===== config.mk =====
export PLATFORM = sky130hd
export DESIGN_NAME = ffa_ctrl
export DESIGN_NICKNAME = d
export VERILOG_FILES = /design/src/hw/rtl/ffa_pkg.sv /design/src/hw/rtl/ffa_ctrl.sv
export SDC_FILE = /design/constraint.sdc
export NUM_CORES = 1
export LEC_CHECK = 0
export BUFFER_PORTS_ARGS = -buffer_cell sky130_fd_sc_hd__clkbuf_2
export CAP_MARGIN = 20
export CORE_AREA = 2 2 39 41
export DETAILED_ROUTE_END_ITERATION = 7
export DIE_AREA = 0 0 41 43
export GPL_TIMING_DRIVEN = 0
export PLACE_DENSITY = 0.81
export SETUP_SLACK_MARGIN = 0.2
export SYNTH_ARGS = -nofsm -noshare
export SYNTH_HDL_FRONTEND = slang
export SYNTH_SLANG_ARGS = --single-unit

===== constraint.sdc =====
create_clock -name clk -period 3.85 [get_ports clk]
set_clock_uncertainty 0.2 [all_clocks]
set_input_delay 0.1925 -clock clk [delete_from_list [all_inputs] [get_ports clk]]
set_output_delay 0.1925 -clock clk [all_outputs]
set_load 0.01 [all_outputs]

===== src/hw/rtl/ffa_pkg.sv =====
// ----------------------------------------------------------------------------
// ffa_pkg
// Shared types, sequencer step codes and defaults for the first-fit allocator.
// ----------------------------------------------------------------------------
package ffa_pkg;

  localparam int BLOCK_BYTES_DEF  = 64;
  localparam int HEADER_BYTES_DEF = 16;
  localparam int FREE_ENTRIES_DEF = 64;
  localparam int USED_ENTRIES_DEF = 64;

  localparam logic [31:0] HEAP_START_RST = 32'd0;
  localparam logic [31:0] HEAP_END_RST   = 32'd1048576;

  // command codes
  localparam logic [1:0] CMD_ALLOC = 2'd0;
  localparam logic [1:0] CMD_FREE  = 2'd1;
  localparam logic [1:0] CMD_INIT  = 2'd2;

  // status codes
  localparam logic [1:0] STAT_OK       = 2'd0;
  localparam logic [1:0] STAT_OOM      = 2'd1;
  localparam logic [1:0] STAT_NOTALLOC = 2'd2;
  localparam logic [1:0] STAT_FULL     = 2'd3;

  // register indexes
  localparam logic [7:0] REG_HEAP_START = 8'd0;
  localparam logic [7:0] REG_HEAP_END   = 8'd1;

  // sequencer steps
  localparam logic [4:0] S_IDLE    = 5'd0;
  localparam logic [4:0] S_START   = 5'd1;
  localparam logic [4:0] S_A_RD    = 5'd2;
  localparam logic [4:0] S_A_CMP   = 5'd3;
  localparam logic [4:0] S_U_SCAN  = 5'd4;
  localparam logic [4:0] S_A_UPD   = 5'd5;
  localparam logic [4:0] S_DN_RD   = 5'd6;
  localparam logic [4:0] S_DN_WR   = 5'd7;
  localparam logic [4:0] S_F_RD    = 5'd8;
  localparam logic [4:0] S_F_CMP   = 5'd9;
  localparam logic [4:0] S_P_RD    = 5'd10;
  localparam logic [4:0] S_P_CMP   = 5'd11;
  localparam logic [4:0] S_F_DEC   = 5'd12;
  localparam logic [4:0] S_UP_RD   = 5'd13;
  localparam logic [4:0] S_UP_WR   = 5'd14;
  localparam logic [4:0] S_L_START = 5'd15;
  localparam logic [4:0] S_L_RD    = 5'd16;
  localparam logic [4:0] S_L_CMP   = 5'd17;
  localparam logic [4:0] S_OUT     = 5'd18;

  typedef struct packed {
    logic [4:0] op;
    logic       load;
  } ffa_cmd_t;

  typedef struct packed {
    logic [1:0] cmd;
    logic       bad_need;
    logic       free_end;
    logic       fit;
    logic       used_end;
    logic       uvalid;
    logic       hit;
    logic       at_pos;
    logic       split;
    logic       full;
    logic       mprev;
    logic       mnext;
    logic       dn_last;
    logic       up_last;
  } ffa_stat_t;

endpackage


===== src/hw/rtl/ffa_ctrl.sv =====
// ----------------------------------------------------------------------------
// ffa_ctrl
// Alloc/free/init sequencer; drives the datapath a step a cycle unless held.
// ----------------------------------------------------------------------------
module ffa_ctrl (
  input  logic              clk,
  input  logic              rst,
  input  logic              in_valid,
  output logic              in_ready,
  output logic              out_valid,
  input  logic              out_ready,
  input  ffa_pkg::ffa_stat_t stat,
  output ffa_pkg::ffa_cmd_t  cmd
);
  import ffa_pkg::*;

  logic [4:0] state;
  logic [4:0] state_next;

  assign in_ready  = (state == S_IDLE);
  assign out_valid = (state == S_OUT);
  assign cmd.op    = state;
  assign cmd.load  = in_valid && in_ready;

  always_comb begin
    state_next = state;
    case (state)
      S_IDLE:    if (in_valid) state_next = S_START;
      S_START: begin
        case (stat.cmd)
          CMD_ALLOC: state_next = stat.bad_need ? S_L_START : S_A_RD;
          CMD_FREE:  state_next = S_F_RD;
          default:   state_next = S_L_START;
        endcase
      end
      S_A_RD:    state_next = stat.free_end ? S_L_START : S_A_CMP;
      S_A_CMP:   state_next = stat.fit ? S_U_SCAN : S_A_RD;
      S_U_SCAN: begin
        if (stat.used_end) state_next = S_L_START;
        else if (!stat.uvalid) state_next = S_A_UPD;
      end
      S_A_UPD:   state_next = stat.split ? S_L_START : S_DN_RD;
      S_DN_RD:   state_next = stat.dn_last ? S_L_START : S_DN_WR;
      S_DN_WR:   state_next = S_DN_RD;
      S_F_RD:    state_next = stat.used_end ? S_L_START : S_F_CMP;
      S_F_CMP:   state_next = stat.hit ? S_P_RD : S_F_RD;
      S_P_RD:    state_next = stat.free_end ? S_F_DEC : S_P_CMP;
      S_P_CMP:   state_next = stat.at_pos ? S_F_DEC : S_P_RD;
      S_F_DEC: begin
        if (stat.full) state_next = S_L_START;
        else if (stat.mprev && stat.mnext) state_next = S_DN_RD;
        else if (!stat.mprev && !stat.mnext) state_next = S_UP_RD;
        else state_next = S_L_START;
      end
      S_UP_RD:   state_next = stat.up_last ? S_L_START : S_UP_WR;
      S_UP_WR:   state_next = S_UP_RD;
      S_L_START: state_next = S_L_RD;
      S_L_RD:    state_next = stat.free_end ? S_OUT : S_L_CMP;
      S_L_CMP:   state_next = S_L_RD;
      S_OUT:     if (out_ready) state_next = S_IDLE;
      default:   state_next = S_IDLE;
    endcase
  end

  always_ff @(posedge clk) begin
    if (rst) begin
      state <= S_IDLE;
    end else begin
      state <= state_next;
    end
  end

endmodule


Yosys cells after proc, flatten, opt, wreduce, memory -nomap -nowiden --
Cells that the tools add are included.
Cells by class: $add $sub $neg 0, $mul 0, divide/modulo/power cells 0, order comparisons 0, equality and inequality tests 22, shift operators 0, mux-type cells 20, bitwise gates (word level) 0, reduce and logical (&&, ||, !) cells 9
Operators with widths (number):
- $pmux W5 S18 | 1
- $eq A5 B4 Y1 const B | 8
- $mux W4 | 6
- $eq A5 B3 Y1 const B | 4
- $mux W5 | 4
- $eq A5 B5 Y1 const B | 3
- $mux W3 | 4
- $eq A5 B2 Y1 const B | 2
- $pmux W4 S2 | 1
- $mux W2 | 3
- $eq A5 B1 Y1 const B | 1
- $logic_not A5 Y1 | 1
- $logic_and A1 B1 Y1 | 3
- $ne A3 B3 Y1 const B | 1
- $reduce_and A3 Y1 | 1
- $eq A2 B1 Y1 const B | 1
- $logic_not A1 Y1 | 2
- $logic_not A2 Y1 | 1
- $ne A2 B1 Y1 const B | 1
- $ne A2 B2 Y1 const B | 1
- $reduce_or A2 Y1 | 1
- $mux W1 | 1
Storage, ports and cells: bits in registers 5, bits in latches 0, memory bits (writable) 0, memory bits (read-only) 0, input bits 19, output and inout port bits 8, logic and storage cells 52, memories 0

Logic depth before layout (Yosys ltp) --
word-level depth 6, gate-level depth with buffers 6, gate-level depth less buffers 4

Worst setup path after synthesis --
Ideal clock, no wire load.
path type reg2reg, start reg state[1], end reg state[3], library setup time 123 ps, data arrival time 1371 ps, required time 3527 ps, setup slack 2156 ps, cell stages (with the launch flop) 6, path buffers 1, period minus slack after synthesis 1694 ps, path through dfxtp_1 buf_2 mux2_2 a221o_1 nand3b_1 a31oi_1
On the way: cells in the longest elaborated chain, start to end 3, elaborated cells between the ends (all ways) 25, classes of those cells eq/ne: 21; mux: 1; reduce/logical: 3
RTL lines:
- start: declaration | RTL line ffa_ctrl.sv:17 | logic [4:0] state;
- start signal: assignment | RTL line ffa_ctrl.sv:69 | state <= state_next;
- $eq A5 B5 Y1 (tied with other cells) | RTL line ffa_ctrl.sv:27 | case (state)
- $reduce_or A2 Y1 (no source line) (tied with other cells)
- $pmux W5 S18 or $reduce_and A3 Y1 (tied branches)
Parallel ways exist; a longest one is shown, timed or not. A chain may end at the register's enable or synchronous reset.

==> summary.txt <==
Logic synthesis
  – Post-synth EDFFs: 0
  – Mapped Nets: 110
  – Warnings from Yosys: 0
  – Post-synth ARST share: 0%
  – Mapped cell area: approximately 630 um^2
  – Top FF cell, synth: dfxtp_1
  – Synth cell types: 39
  – Syn avg cell area: roughly 6.9 um^2
  – Synthesized flop and latch total: 5
  – Synth Instances: 91
  – Seq/Total Area, Yosys: between 10% and 20%

Die
  – Die area: between 1500 and 2000 um^2
  – Die extent in x: between 40 and 50 um
  – Rows: 14
  – Initial Utilization: a little under half
  – I/O pin total: 27
  – Die height: around 43 um
  – Core box area: roughly 1400 um^2

Drt
  – Initial DRC Count: 27
  – # DRC: 0
  – Avg WL per Cell: approximately 13 um
  – Via count: 825
  – Wirelength, routed: between 1500 and 2000 um
  – Pre-antenna DRT Iters: 6
  – Routed Antenna Nets: 0
  – Vias per inst: roughly 6.0

STA
  – # setup viols final: 0
  – RSZ-0062 raised after global routing: false
  – Final min period: a little under 2 ns
  – Pins Over Slew Limit: 0
  – Final Cycle Share: 50.3%
  – Slew margin rel.: slightly above 70%
  – Fmax: 516 MHz
  – Hold Violations, Final: 0
  – Worst slew pin tran: 0.428 ns
  – Post-route setup TNS: 0 ns

Worst setup path
  – CP Capture Type: output port
  – CP max FO: 10
  – Critical path class: register to output port
  – CP arrival: about 1.5 ns
  – Worst endpoint required time: ~3.5 ns
  – Critical Path Source Type: register

Clock network
  – Root buf cell: clkbuf_4
  – H-tree depth: 1
  – # hold bufs at CTS: 1
  – CTS tree: built
  – Skew-Pair Late Insertion Delay: around 0.25 ns
  – Reg clk slew, reported paths: approximately 0.040 ns
  – # clock sinks: 5
  – Resize count post-CTS: 0
  – Total CTS buffers: 3
  – Postcts setup bufs: 0
  – CTS Buffer Depth: 2

Global routing
  – Initial antenna violation count: 0
  – All-Layer GR Usage: between 20% and 30%
  – Overflow after GRT: 0
  – Largest net degree at the start of global routing: 11
  – Wire length of the first global-routing pass: between 3000 and 4000 um
  – Vias in the first global route: 712

Placement
  – DP HPWL: 1460 um
  – Port buffer count: 26
  – Placed Cells: between 100 and 150
  – Placer Congestion: roughly 0.9

Pwr
  – Net Switching: between 0.2 and 0.3 mW
  – Final Power: roughly 0.53 mW
  – Worst VDD drop: 0.000287 V
  – Combinational Power Share: 73.2%
  – Leakage: 0.362 nW
  – Sw Ratio: 48.6%
  – Power Density: between 600 and 700 nW/um^2
  – Pint: ~0.27 mW
  – Clock share of power: a little under an eighth
  – Sequential share of power: about 15%

Run
  – Maxcap violations: 0

Layout
  – Most flops, register: state
  – Share of layout cells above drive strength 1: roughly a third
  – Final non-filler cell total: approximately 140
  – Largest register FFs: 5
  – Top Registers: state: 5 flops
  – Layout net count: between 100 and 150
  – ANT cells: 0
  – Most common cell after layout, fill and taps aside: clkbuf_2
  – Most frequent cells in the layout: 26 x clkbuf_2, 13 x nor2_1, 7 x nand2_1
  – Area grow syn2layout: 29.7%

Status
  – Outcome: completed

Hold path
  – Min-delay worst type: primary input to register
## worst paths after layout
check / slack (ns) / to / start / depth (start not counted)
worst min-delay path: 0.13 / state[0] / stat[11] / 3
worst max-delay path: 1.91 / cmd[0] / state[3] / 7
worst max register to register: 2.08 / state[3] / state[1] / 5
worst min register to register: 0.54 / state[0] / state[4] / 3
## cell type report
type	count	area, um^2
fill	135	569
sequential	5	100
buffer	9	48.8
tap	16	20.0
multi-input combinational	75	472
timing repair buffer	27	140
clock buffer	4	26.3
inverter	2	7.51
## metrics by stage
step | area (um^2) | hold slack, ns | utilization [%] | setup slack [ns]
3_5_place_dp | 778 | 0.230 | 56.2 | 2.09
6_report | 815 | 0.133 | 58.9 | 1.91
2_1_floorplan | 628 | 0.0619 | - | 2.16
4_1_cts | 815 | 0.135 | 58.9 | 1.93
5_1_grt | 815 | 0.170 | 58.9 | 1.79
3_3_place_gp | 778 | 0.234 | 56.2 | 2.12
## synth_stat cells, drive strengths merged, types with 2 or more instances
master	number	area share, %
nor2	13	7.8
buf	7	6.6
nand2	7	4.2
a21oi	5	4.0
dfxtp	5	16
a31oi	4	4.0
nand2b	4	4.0
nand3	3	2.4
o21ai	3	2.4
and2	2	2.0
and3b	2	2.8
clkbuf	2	1.2
inv	2	1.2
mux2	2	4.2
nand4	2	2.0
nor2b	2	2.0
nor3	2	1.6
o211ai	2	2.4
o22ai	2	2.0
o311a	2	3.2
or3	2	2.0
or4	2	2.4
## power by group through the flow
stage	clock (mW)	combinational (mW)	sequential [mW]
3_5_place_dp	0	0.383	0.0807
2_1_floorplan	0	0.275	0.0893
5_1_grt	0.0647	0.431	0.0839
6_report	0.0627	0.389	0.0796
4_1_cts	0.0618	0.385	0.0799
3_3_place_gp	0	0.378	0.0801
## cell families (layout without fill, tap and decap cells)
kind of cell	count (synthesis)	in the layout	synth area share [%]
mux	2	2	4.18
compound gates	26	26	29.1
buf+inv	11	42	8.97
simple gates	46	46	40.4
flops	5	5	15.9
xor+xnor	1	1	1.39
## worst max-delay path: stages, from the launching register on
cell and delay, ns:
dfxtp_1 0.31, buf_6 0.14, buf_2 0.18, nor2_1 0.19
nand2_1 0.10, nor2_1 0.13, and2_1 0.13, clkbuf_2 0.12
## layer usage
layer / wire length, um / track usage (%) / vias up
met2: 896 / 37.5 / 47
met5: 0 / 0 / -
met4: 38 / 8.00 / 0
met1: 742 / 34.4 / 368
li1: - / - / 404
met3: 158 / 4.71 / 6
Note: power is estimated with default switching activity, not from simulation.
